File: config.mk
export PLATFORM = sky130hd
export DESIGN_NAME = mtref_ctrl
export DESIGN_NICKNAME = d
export VERILOG_FILES = /design/src/hw/rtl/mtref_pkg.sv /design/src/hw/rtl/mtref_ctrl.sv
export SDC_FILE = /design/constraint.sdc
export NUM_CORES = 1
export LEC_CHECK = 0
export ABC_CLOCK_PERIOD_IN_PS = 2160
export BUFFER_PORTS_ARGS = -buffer_cell sky130_fd_sc_hd__buf_2
export CORE_MARGIN = 4
export CORE_UTILIZATION = 23
export DETAILED_ROUTE_END_ITERATION = 8
export HOLD_SLACK_MARGIN = 0.12
export PLACE_DENSITY_LB_ADDON = 0.12
export SYNTH_ARGS = -nofsm -noshare
export SYNTH_HDL_FRONTEND = slang
export SYNTH_SLANG_ARGS = --single-unit
File: constraint.sdc
create_clock -name clk -period 2.16 [get_ports clk]
set_input_delay 0.216 -clock clk [delete_from_list [all_inputs] [get_ports clk]]
set_output_delay 0.216 -clock clk [all_outputs]
set_load 0.02 [all_outputs]
File: src/hw/rtl/mtref_pkg.sv
// Package: shared constants, types and helpers for the multitouch region event filter.
package mtref_pkg;

	localparam int MaxFingers = 10;
	localparam int SlotW = 4;

	localparam logic [3:0] ACT_SLOT   = 4'd0;
	localparam logic [3:0] ACT_TRACK  = 4'd1;
	localparam logic [3:0] ACT_X      = 4'd2;
	localparam logic [3:0] ACT_Y      = 4'd3;
	localparam logic [3:0] ACT_MAJOR  = 4'd4;
	localparam logic [3:0] ACT_MINOR  = 4'd5;
	localparam logic [3:0] ACT_ORIENT = 4'd6;
	localparam logic [3:0] ACT_TOOL   = 4'd7;
	localparam logic [3:0] ACT_SYNC   = 4'd8;

	localparam logic [1:0] ST_DOWN = 2'd0;
	localparam logic [1:0] ST_MOVE = 2'd1;
	localparam logic [1:0] ST_UP   = 2'd2;

	localparam logic [2:0] REG_MODE   = 3'd0;
	localparam logic [2:0] REG_LEFT   = 3'd1;
	localparam logic [2:0] REG_RIGHT  = 3'd2;
	localparam logic [2:0] REG_TOP    = 3'd3;
	localparam logic [2:0] REG_BOTTOM = 3'd4;
	localparam logic [2:0] REG_RADX   = 3'd5;
	localparam logic [2:0] REG_RADY   = 3'd6;

	localparam logic signed [31:0] PALM_TOOL = 32'sd2;
	localparam logic signed [17:0] ACC_MAX = 18'sd131071;
	localparam logic signed [17:0] ACC_MIN = -18'sd131072;

	// controller -> datapath
	typedef struct packed {
		logic event_en;  // apply input beat (non-sync)
		logic sync_start;
		logic slot_step; // evaluate slot slot_idx
		logic load_out;  // move pending report to output register
		logic [SlotW-1:0] slot_idx;
	} mtref_cmd_t;

	// datapath -> controller
	typedef struct packed {
		logic emit;      // slot step produced a result
	} mtref_sts_t;

	typedef struct packed {
		logic [3:0] slot_index;
		logic [1:0] touch_state;
		logic [15:0] pos_x;
		logic [15:0] pos_y;
		logic [47:0] touch_down_us;
		logic [15:0] contact_major;
		logic [15:0] contact_minor;
		logic [15:0] contact_orientation;
		logic [3:0] finger_count;
		logic [47:0] frame_time_us;
	} mtref_res_t;

	function automatic logic [15:0] abs_sat16(input logic signed [31:0] v);
		logic [31:0] m;
		m = v[31] ? 32'(-v) : 32'(v);
		return (v[31] && m[31]) || (m > 32'd65535) ? 16'hFFFF : m[15:0];
	endfunction

	function automatic logic [15:0] usat16(input logic signed [31:0] v);
		return v[31] ? 16'd0 : (v > 32'sd65535 ? 16'hFFFF : v[15:0]);
	endfunction

	function automatic logic [15:0] ssat16(input logic signed [31:0] v);
		return v > 32'sd32767 ? 16'h7FFF : (v < -32'sd32768 ? 16'h8000 : v[15:0]);
	endfunction

endpackage

File: src/hw/rtl/mtref_ctrl.sv
// Controller: accepts beats, walks updated slots on a frame sync, holds results.
module mtref_ctrl (
	input  logic clk,
	input  logic arst_n,
	input  logic s_axis_tvalid,
	output logic s_axis_tready,
	input  logic [3:0] action,
	input  logic detect_en,
	output logic m_axis_tvalid,
	input  logic m_axis_tready,
	output logic m_axis_tlast,
	output mtref_pkg::mtref_cmd_t cmd,
	input  mtref_pkg::mtref_sts_t sts,
	input  logic [mtref_pkg::MaxFingers-1:0] upd
);
	import mtref_pkg::*;

	localparam logic [1:0] S_IDLE  = 2'd0;
	localparam logic [1:0] S_SCAN  = 2'd1;
	localparam logic [1:0] S_FLUSH = 2'd2;

	logic [1:0] state_q;
	logic [SlotW-1:0] idx_q;
	logic pend_q; // a result sits in the datapath pending register, not yet shown
	logic acc, out_free, hit, stall, later;

	assign s_axis_tready = state_q == S_IDLE;
	assign acc = s_axis_tvalid && s_axis_tready;
	assign out_free = !m_axis_tvalid || m_axis_tready;
	assign hit = state_q == S_SCAN && upd[idx_q] && sts.emit;
	assign stall = hit && pend_q && !out_free;

	always_comb begin
		later = 1'b0;
		for (int k = 0; k < MaxFingers; k++)
			if (k > int'(idx_q) && upd[k]) later = 1'b1;
	end

	assign cmd.event_en = acc && detect_en && action != ACT_SYNC;
	assign cmd.sync_start = acc && detect_en && action == ACT_SYNC;
	assign cmd.slot_step = state_q == S_SCAN && upd[idx_q] && !stall;
	assign cmd.load_out = (hit && pend_q && !stall) || (state_q == S_FLUSH && out_free);
	assign cmd.slot_idx = idx_q;

	// A result is shown only once the next emitting slot (or scan end) is known,
	// so tlast is exact. The last pending one moves to the output in S_FLUSH.
	always_ff @(posedge clk or negedge arst_n) begin
		if (!arst_n) begin
			state_q <= S_IDLE; idx_q <= '0; pend_q <= 1'b0;
			m_axis_tvalid <= 1'b0; m_axis_tlast <= 1'b0;
		end else begin
			if (cmd.load_out) begin
				m_axis_tvalid <= 1'b1;
				m_axis_tlast <= state_q == S_FLUSH;
			end else if (m_axis_tvalid && m_axis_tready) m_axis_tvalid <= 1'b0;
			case (state_q)
				S_IDLE: if (cmd.sync_start) begin
					idx_q <= '0; state_q <= S_SCAN;
				end
				S_SCAN: if (!stall) begin
					if (hit) pend_q <= 1'b1;
					if (!later) state_q <= (pend_q || hit) ? S_FLUSH : S_IDLE;
					else idx_q <= idx_q + 1'b1;
				end
				S_FLUSH: if (out_free) begin
					pend_q <= 1'b0;
					state_q <= S_IDLE;
				end
				default: state_q <= S_IDLE;
			endcase
		end
	end
endmodule

==> qor.csv, run 1 <==
stage,metric,value,unit
clock_network,cts-htree-levels,1,
synthesis,ys_types,38,
critical_path,cp-start-kind,register,
cells_and_area,finalNetCount,147,
synthesis,synth_area,800,um2
critical_path,cp.required,1.94,ns
sta,hold_ws,0.231,ns
synthesis,synth_edf_count,0,
synthesis,avgSynthCellArea,10.5,um2
synthesis,synthTopCellsByArea,"dfrtp_1, ha_1, nand2b_1",
job,cap_viol_max_count,0,
synthesis,ys.flop_type,dfrtp_1,
floorplanning,rows,21,
routing,vias,769,
critical_path,crit_chain,buf_6 > mux2_4 > a221oi_4 > a2111o_1 > a21oi_1 > buf_4,
pwr,clkPwrFrac,0.179,
global_routing,grt_start_max_net_pins,13,
synthesis,netlist_instances,76,
routing,met2_length,1.11,mm
routing,drt-met1-wl,948,um
global_routing,grt_pass1_vias,853,
routing,drcViolationCount,0,
routing,postRouteAntennaNets,0,
critical_path,worst-setup-path-type,register to output port,
sta,maxSlewViolCount,0,
global_routing,grt_first_pass_wirelength,3.92,mm
synthesis,synth.largest_area_cell,dfrtp_1,
clock_network,cts.sinks,9,
pwr,pwr-share-comb,0.457,
pwr,p_int,421,uW
routing,dr_wl_met3,152,um
sta,slew_headroom,0.682,
floorplanning,start_util,0.240,
routing,via_per_inst,4.58,
floorplanning,die-height,67.0,um
synthesis,yosys_warnings,0,
critical_path,critPathTopFamily,compound AO/OA/AOI/OAI gates,
pwr,ir_drop,0.000254,V
routing,drt-pass1-iter-count,4,
cells_and_area,diodes,0,
pwr,p_leak,0.000542,uW
critical_path,crit_fanout,5,
sta,grt_setup_unrepaired,yes,
cells_and_area,area_delta_synth_final,45.4,%
clock_network,tritoncts,built,
routing,wire_per_inst,13.1,um
sta,worst_pin_slew,0.476,ns
placement,portBuffers,30,
clock_network,cts-buffers-inserted,3,
critical_path,crit_buf_inv,2,
routing,wirelength,2.21,mm
cells_and_area,fill_cells,363,
critical_path,crit_slowest_cell,dfrtp_2,
global_routing,grtUsageTotal,0.113,
worst_hold_path,hp-class,primary input to register,
synthesis,ys_ff_latch,9,
sta,skew,0.0168,ns
global_routing,grt_antenna_before_repair,0,
synthesis,ys_seq_area_frac,0.282,
pwr,seq_power_share,0.364,
sta,final-setup-viol-count,0,
pwr,swShare,0.410,
floorplanning,core_area,3340,um2
synthesis,yosysMostFrequentCell,dfrtp_1,
cells_and_area,layout-drive-gt1-share,0.541,
floorplanning,io_pins,31,
floorplanning,die_x,67.0,um
placement,hpwlAfterDp,1.72,mm
pwr,switchingPower,293,uW
placement,place_congestion,0.687,
clock_network,clockRootBuffer,clkbuf_4,
clock_network,cts_buffer_depth,2,
critical_path,max_stage_delay,0.46,ns
critical_path,critPathCaptureType,output port,
synthesis,syn-num-nets,100,
clock_network,clkLatencyLatePin,0.26,ns
status,status,"finished, final reports clean",
sta,max_freq,464,MHz
critical_path,cp.arrival,1.94,ns
routing,top_layer,met3,
critical_path,rrSetupSlack,0.03,ns
global_routing,overflow,0,
pwr,design_power_total,714,uW
clock_network,clkTransAtPathRegs,0.07,ns
critical_path,reg2reg_depth,7,
sta,period_minus_slack,2.15,ns
critical_path,crit_cells,6,
routing,drtIter0Drc,27,
worst_hold_path,whs_path_depth,3,
sta,finalCritPeriodShare,0.997,
synthesis,postSynth.asyncResetShare,1.00,
synthesis,yosys-top-cells-count,"dfrtp_1, nor2_1, nand2b_1",
floorplanning,die-area,4480,um2
sta,finalHoldViolations,0,
pwr,p_per_area,614,nW/um2
synthesis,synth_top_area_frac,0.282,
cells in the final DEF (no fill, tap or decap), types with 3 or more instances in the layout:
cell	synthesis	layout
buf_2	0	29
buf_4	0	11
buf_6	1	3
clkbuf_4	0	3
dfrtp_1	9	7
ha_1	4	3
inv_1	4	3
mux2_4	2	3
nand2b_1	5	5
nand3_1	3	3
nor2_1	8	8
worst min-delay path, delay by kind of cell:
family / cells / cell delay, ns
buf+inv: 1 / 0.09
simple gates: 1 / 0.08
compound gates: 1 / 0.08
power groups by stage:
| stage | clock network [uW] | logic (uW) | registers (uW) |
|---|---|---|---|
| final | 128 | 326 | 260 |
| after global routing | 142 | 364 | 271 |
| after CTS | 133 | 326 | 260 |
| after detailed placement | 0 | 297 | 259 |
| after global placement | 0 | 300 | 257 |
| after floorplan | 0 | 186 | 270 |
routing by layer:
layer / GRT usage / vias up
met1: 0.140 / 368
met2: 0.193 / 22
met4: 0.0228 / 0
met3: 0.0337 / 0
li1: - / 379
met5: 0 / -
path summary, 6_finish.rpt:
| kind | start | end |
|---|---|---|
| min in group asynchronous | arst_n | m_axis_tlast$_DFFE_PN0P_ |
| hold / removal | sts | pend_q$_DFFE_PN0P_ |
| setup / recovery | idx_q[0]$_DFFE_PN0P_ | cmd[4] |
| setup reg to reg | idx_q[0]$_DFFE_PN0P_ | idx_q[0]$_DFFE_PN0P_ |
| max in group asynchronous | arst_n | idx_q[1]$_DFFE_PN0P_ |
| hold reg to reg | m_axis_tlast$_DFFE_PN0P_ | m_axis_tlast$_DFFE_PN0P_ |
sequential cells by signal, summed over array words and instances, names as in the netlist:
register       flops
state_q            2
m_axis_tvalid      1
idx_q              4
pend_q             1
m_axis_tlast       1
cell families after synthesis:
logic type / Yosys count / synth area share
and+or+nand+nor: 29 / 0.216
AOI/OAI and AO/OA: 22 / 0.266
DFF: 9 / 0.282
buffers and inverters: 6 / 0.0673
muxes: 6 / 0.106
adders and majority gates: 4 / 0.0626
final cells by class:
class	count	area, um2	share of cell area
clock buffers	3	22.5	0.0194
clock inverters	1	5.00	0.00431
inverters	4	17.5	0.0151
multi-input cells	61	561	0.482
flip-flops and latches	9	228	0.196
well taps	46	57.6	0.0495
repair buffers	44	272	0.234
per-stage QoR:
step           setup slack (ns)   util  TNS, ns  instance area [um2]  cells
2_1_floorplan            0.0170      -        0                  820     76
3_3_place_gp             0.0162  0.303        0                 1010    153
3_5_place_dp            -0.0320  0.303  -0.0320                 1010    153
4_1_cts                 -0.0210  0.347  -0.0385                 1160    168
5_1_grt                 -0.0902  0.348   -0.210                 1160    168
6_report                0.00677  0.348        0                 1160    168
timing repair:
action	in CTS	in global routing
setup endpoints to repair	3	4
endpoints found under the hold margin	9	0
hold buffers	1	0
resized for setup	11	2
pin swaps	7	6
buffers inserted	10	0
No activity file was read; power rests on OpenSTA's default activity.
==> inputs of run 2 (changes only) <==
--- a/config.mk
+++ b/config.mk
@@ -5,8 +5,9 @@
 export SDC_FILE = /design/constraint.sdc
 export NUM_CORES = 1
 export LEC_CHECK = 0
-export ABC_CLOCK_PERIOD_IN_PS = 2160
+export ABC_CLOCK_PERIOD_IN_PS = 2600
 export BUFFER_PORTS_ARGS = -buffer_cell sky130_fd_sc_hd__buf_2
+export CAP_MARGIN = 20
 export CORE_MARGIN = 4
 export CORE_UTILIZATION = 23
 export DETAILED_ROUTE_END_ITERATION = 8
==> constraint.sdc (replaced) <==
create_clock -name clk -period 2.6 [get_ports clk]
set_input_delay 0.26 -clock clk [delete_from_list [all_inputs] [get_ports clk]]
set_output_delay 0.26 -clock clk [all_outputs]
set_load 0.02 [all_outputs]
==> qor.csv, run 2 (synthesis results as in run 1) <==
stage,metric,value,unit
global_routing,grt_antenna_before_repair,0,
routing,drt-met1-wl,1.00,mm
clock_network,ctsResizeCount,0,
sta,period_minus_slack,2.46,ns
sta,maxSlewViolCount,0,
global_routing,grt_start_max_net_pins,13,
cells_and_area,finalNetCount,135,
pwr,p_per_area,541,nW/um2
global_routing,grtUsageTotal,0.0995,
sta,skew,0.00814,ns
clock_network,tritoncts,built,
cells_and_area,layout_common_cells,"buf_2, dfrtp_1, nor2_1, nand2b_1",
clock_network,postCtsHoldBufs,1,
clock_network,cts-htree-levels,1,
routing,top_layer,met4,
critical_path,worst-setup-path-type,register to output port,
critical_path,cp.required,2.34,ns
clock_network,cts_buffer_depth,2,
routing,via_per_inst,4.55,
global_routing,overflow,0,
clock_network,clkTransAtPathRegs,0.07,ns
status,status,"finished, final reports clean",
routing,wire_per_inst,13.2,um
cells_and_area,layout_commonest_cell,buf_2,
critical_path,critPathCaptureType,output port,
pwr,design_power_total,547,uW
cells_and_area,diodes,0,
critical_path,cp-start-kind,register,
placement,hpwlAfterDp,1.71,mm
sta,slew_headroom,0.678,
clock_network,clockRootBuffer,clkbuf_4,
placement,place_congestion,0.720,
routing,drcViolationCount,0,
global_routing,grt_first_pass_wirelength,3.36,mm
pwr,p_leak,0.000471,uW
cells_and_area,area_delta_synth_final,26.6,%
cells_and_area,top_register,idx_q,
job,cap_viol_max_count,0,
floorplanning,die-area,4480,um2
floorplanning,die-height,67.0,um
critical_path,cp.arrival,2.20,ns
clock_network,post-cts-setup-buffers,0,
sta,finalHoldViolations,0,
worst_hold_path,hp-class,primary input to register,
routing,met2_length,904,um
clock_network,cts-buffers-inserted,3,
floorplanning,die_x,67.0,um
sta,max_freq,406,MHz
sta,grt_setup_unrepaired,no,
sta,worst_pin_slew,0.482,ns
sta,setup_tns,0,ns
clock_network,clkLatencyLatePin,0.26,ns
floorplanning,io_pins,31,
sta,final-setup-viol-count,0,
floorplanning,start_util,0.240,
routing,dr_wl_met3,139,um
pwr,ir_drop,0.000206,V
cells_and_area,layout-drive-gt1-share,0.427,
floorplanning,rows,21,
critical_path,crit_fanout,8,
cells_and_area,largest_reg_flops,4,
routing,drt-pass1-iter-count,4,
routing,postRouteAntennaNets,0,
cells_and_area,largestRegisters,"idx_q x4, state_q x2",
routing,drtIter0Drc,34,
floorplanning,core_area,3340,um2
placement,portBuffers,30,
sta,finalCritPeriodShare,0.946,
routing,vias,710,
routing,wirelength,2.06,mm
clock_network,cts.sinks,9,
global_routing,grt_pass1_vias,736,
## run 2: cell types whose count changed in the layout (fill, tap and decap cells not counted), sizes merged
cell	previous run	this run
buf	43	31
clkinv	1	0
clkbuf	3	4
## run 2: metrics by stage
stage          setup WS [ns]   util  cells  cell area [um2]  hold slack [ns]
6_report               0.139  0.303    156             1010            0.293
3_3_place_gp           0.313  0.292    151              976            0.139
5_1_grt               0.0157  0.303    156             1010            0.316
2_1_floorplan          0.256      -     76              800          -0.0356
3_5_place_dp           0.273  0.292    151              976            0.137
4_1_cts                0.109  0.303    156             1010            0.290
## run 2: where the power goes
group	switching, uW	internal [uW]
Clock	51.5	59.2
Sequential	47.5	163
Combinational	127	98.8
Total	226	321
## run 2: final cells by class
class,count,area [um2]
Clock buffer,4,26.3
Fill cell,375,2320
Inverter,4,15.0
Multi-Input combinational cell,61,520
Sequential cell,9,225
Tap cell,46,57.6
Timing Repair Buffer,32,168
## run 2: worst max-delay path: stages (launching register included)
cell,delay (ns)
dfrtp_1,0.49
buf_4,0.21
mux2_2,0.37
a221oi_4,0.35
a2111o_1,0.27
a21oi_1,0.08
buf_2,0.16
## run 2: final timing paths
check,endpoint,slack [ns],depth (start not counted),start
hold reg to reg,m_axis_tlast$_DFFE_PN0P_,0.50,2,m_axis_tlast$_DFFE_PN0P_
setup / recovery,cmd[4],0.14,6,idx_q[0]$_DFFE_PN0P_
hold / removal,pend_q$_DFFE_PN0P_,0.29,3,sts
min in group asynchronous,m_axis_tvalid$_DFFE_PN0P_,0.38,2,arst_n
max in group asynchronous,idx_q[1]$_DFFE_PN0P_,2.02,2,arst_n
setup reg to reg,idx_q[0]$_DFFE_PN0P_,0.30,7,idx_q[0]$_DFFE_PN0P_
## run 2: layer usage
metal	track usage	up-vias
li1	-	357
met1	0.133	328
met2	0.150	23
met3	0.0287	2
met4	0.0380	0
met5	0	-
==> inputs of run 3 (changes only) <==
--- a/config.mk
+++ b/config.mk
@@ -5,9 +5,10 @@
 export SDC_FILE = /design/constraint.sdc
 export NUM_CORES = 1
 export LEC_CHECK = 0
-export ABC_CLOCK_PERIOD_IN_PS = 2600
+export ABC_CLOCK_PERIOD_IN_PS = 3100
 export BUFFER_PORTS_ARGS = -buffer_cell sky130_fd_sc_hd__buf_2
 export CAP_MARGIN = 20
+export CORE_ASPECT_RATIO = 1.75
 export CORE_MARGIN = 4
 export CORE_UTILIZATION = 23
 export DETAILED_ROUTE_END_ITERATION = 8
==> constraint.sdc (replaced) <==
create_clock -name clk -period 3.1 [get_ports clk]
set_input_delay 0.31 -clock clk [delete_from_list [all_inputs] [get_ports clk]]
set_output_delay 0.31 -clock clk [all_outputs]
set_load 0.02 [all_outputs]
==> qor.csv, run 3 (synthesis results as in run 1) <==
stage,metric,value,unit
sta,grt_setup_unrepaired,no,
cells_and_area,top_register,idx_q,
critical_path,rrSetupSlack,0.61,ns
critical_path,crit_chain,inv_1 > ha_1 > or3b_2 > a41oi_1 > o31ai_2 > a22o_4 > mux2_4,
sta,slew_headroom,0.669,
pwr,design_power_total,499,uW
job,cap_viol_max_count,0,
cells_and_area,layout_common_cells,"buf_2, dfrtp_1, nor2_1, nand2b_1",
cells_and_area,post-route-util,0.304,
clock_network,tritoncts,built,
clock_network,ctsResizeCount,0,
sta,worst_pin_slew,0.495,ns
critical_path,max_stage_delay,0.64,ns
critical_path,timing.rr.end,idx_q[0]$_DFFE_PN0P_,
cells_and_area,multi_input_area,520,um2
cells_and_area,seq_area,225,um2
critical_path,cp.arrival,2.61,ns
clock_network,cts-buffers-inserted,3,
cells_and_area,diodes,0,
floorplanning,start_util,0.238,
placement,place_congestion,0.638,
clock_network,clockRootBuffer,clkbuf_8,
global_routing,grt_antenna_before_repair,0,
worst_hold_path,hp-class,primary input to register,
pwr,ir_drop,0.000235,V
routing,drt-pass1-iter-count,2,
pwr,p_leak,0.000473,uW
sta,setup_tns,0,ns
placement,portBuffers,30,
routing,wire_per_inst,13.2,um
critical_path,worst-setup-path-type,register to register,
sta,skew,0.000919,ns
clock_network,clkTransAtPathRegs,0.05,ns
status,status,"finished, final reports clean",
sta,max_freq,401,MHz
cells_and_area,layout-drive-gt1-share,0.422,
cells_and_area,area_delta_synth_final,27.9,%
global_routing,grtUsageTotal,0.0965,
cells_and_area,stdcell_count,154,
global_routing,grt_first_pass_wirelength,3.26,mm
sta,period_minus_slack,2.49,ns
global_routing,overflow,0,
critical_path,critPathTopFamily,flip-flops,
routing,wirelength,2.03,mm
clock_network,cts-htree-levels,1,
floorplanning,rows,28,
routing,via_per_inst,4.66,
global_routing,grt_pass1_vias,740,
clock_network,cts_buffer_depth,2,
floorplanning,die_x,52.6,um
sta,finalCritPeriodShare,0.804,
worst_hold_path,min_from,sts,
routing,postRouteAntennaNets,0,
critical_path,crit_fanout,14,
routing,drcViolationCount,0,
clock_network,cts.sinks,9,
sta,finalWorstSetupSlack,0.608,ns
clock_network,post-cts-setup-buffers,0,
critical_path,reg2reg_depth,7,
placement,pre_cts_ws,0.595,ns
clock_network,clkLatencyLatePin,0.23,ns
routing,vias,718,
cells_and_area,largest_reg_flops,4,
pwr,p_per_area,488,nW/um2
worst_hold_path,whs_path_depth,3,
sta,maxSlewViolCount,0,
routing,drtIter0Drc,10,
floorplanning,io_pins,31,
critical_path,cp-start-kind,register,
critical_path,crit_buf_inv,1,
cells_and_area,finalNetCount,134,
floorplanning,die-area,4520,um2
cells_and_area,layout_commonest_cell,buf_2,
placement,hpwlAfterDp,1.66,mm
critical_path,crit_slowest_cell,dfrtp_1,
global_routing,grt_start_max_net_pins,15,
placement,dp.cells,149,
worst_hold_path,min_to,pend_q$_DFFE_PN0P_,
cells_and_area,largestRegisters,"idx_q x4, state_q x2",
cells_and_area,fill_cells,393,
critical_path,critPathCaptureType,register,
floorplanning,core_area,3360,um2
critical_path,cp.required,3.22,ns
floorplanning,die-height,86.0,um
critical_path,r2r-start,idx_q[0]$_DFFE_PN0P_,
sta,finalHoldViolations,0,
sta,final-setup-viol-count,0,
run 3: cell types whose count changed in the layout (fill, tap and decap cells not counted):
cell / before / now
buf_4: 1 / 0
clkbuf_4: 3 / 0
clkbuf_8: 0 / 3
run 3: metrics by stage:
stage               cell area [um2]  hold slack (ns)
floorplan                       800           0.0144
global placement                967            0.183
detailed placement              967            0.189
CTS                            1020            0.363
global route                   1020            0.397
finish                         1020            0.361
run 3: worst register-to-register path: stages (launching register included):
cell	delay, ns
dfrtp_1	0.64
inv_1	0.14
ha_1	0.23
or3b_2	0.43
a41oi_1	0.26
o31ai_2	0.12
a22o_4	0.25
mux2_4	0.30
run 3: area by class of cell:
class                      count  share of cell area
inverter                       4              0.0147
multi-input combinational     61               0.509
tap                           45              0.0551
clock buffer                   4              0.0441
timing repair buffer          31               0.157
sequential                     9               0.220
run 3: repair_timing:
item                       4_1_cts  5_1_grt
hold endpoints to repair         9        0
hold buffers                     1        0
setup endpoints to repair        0        0
run 3: where the power goes:
part	internal (uW)	total [uW]	switching (uW)
clock	89.8	138	48.2
combinational	81.7	183	101
sequential	138	178	40.8
total	309	499	190
run 3: how the worst max path moves through the flow:
stage                                     from              endpoint  slack [ns]  cells past startpoint
after global placement    idx_q[0]$_DFFE_PN0P_  idx_q[0]$_DFFE_PN0P_        0.66                      7
after floorplan           idx_q[0]$_DFFE_PN0P_  idx_q[0]$_DFFE_PN0P_        0.76                      8
after detailed placement  idx_q[0]$_DFFE_PN0P_  idx_q[0]$_DFFE_PN0P_        0.60                      7
final                     idx_q[0]$_DFFE_PN0P_  idx_q[0]$_DFFE_PN0P_        0.61                      7
after CTS                 idx_q[0]$_DFFE_PN0P_  idx_q[0]$_DFFE_PN0P_        0.58                      7
after global routing      idx_q[0]$_DFFE_PN0P_  idx_q[0]$_DFFE_PN0P_        0.48                      7
run 3: routing by layer:
layer,part of all wire,wire length (um),vias to the layer above,GRT usage
li1,-,-,357,-
met1,0.41,840,325,0.102
met2,0.49,987,31,0.178
met3,0.076,154,5,0.0122
met4,0.021,43,0,0.0488
met5,0,0,-,0
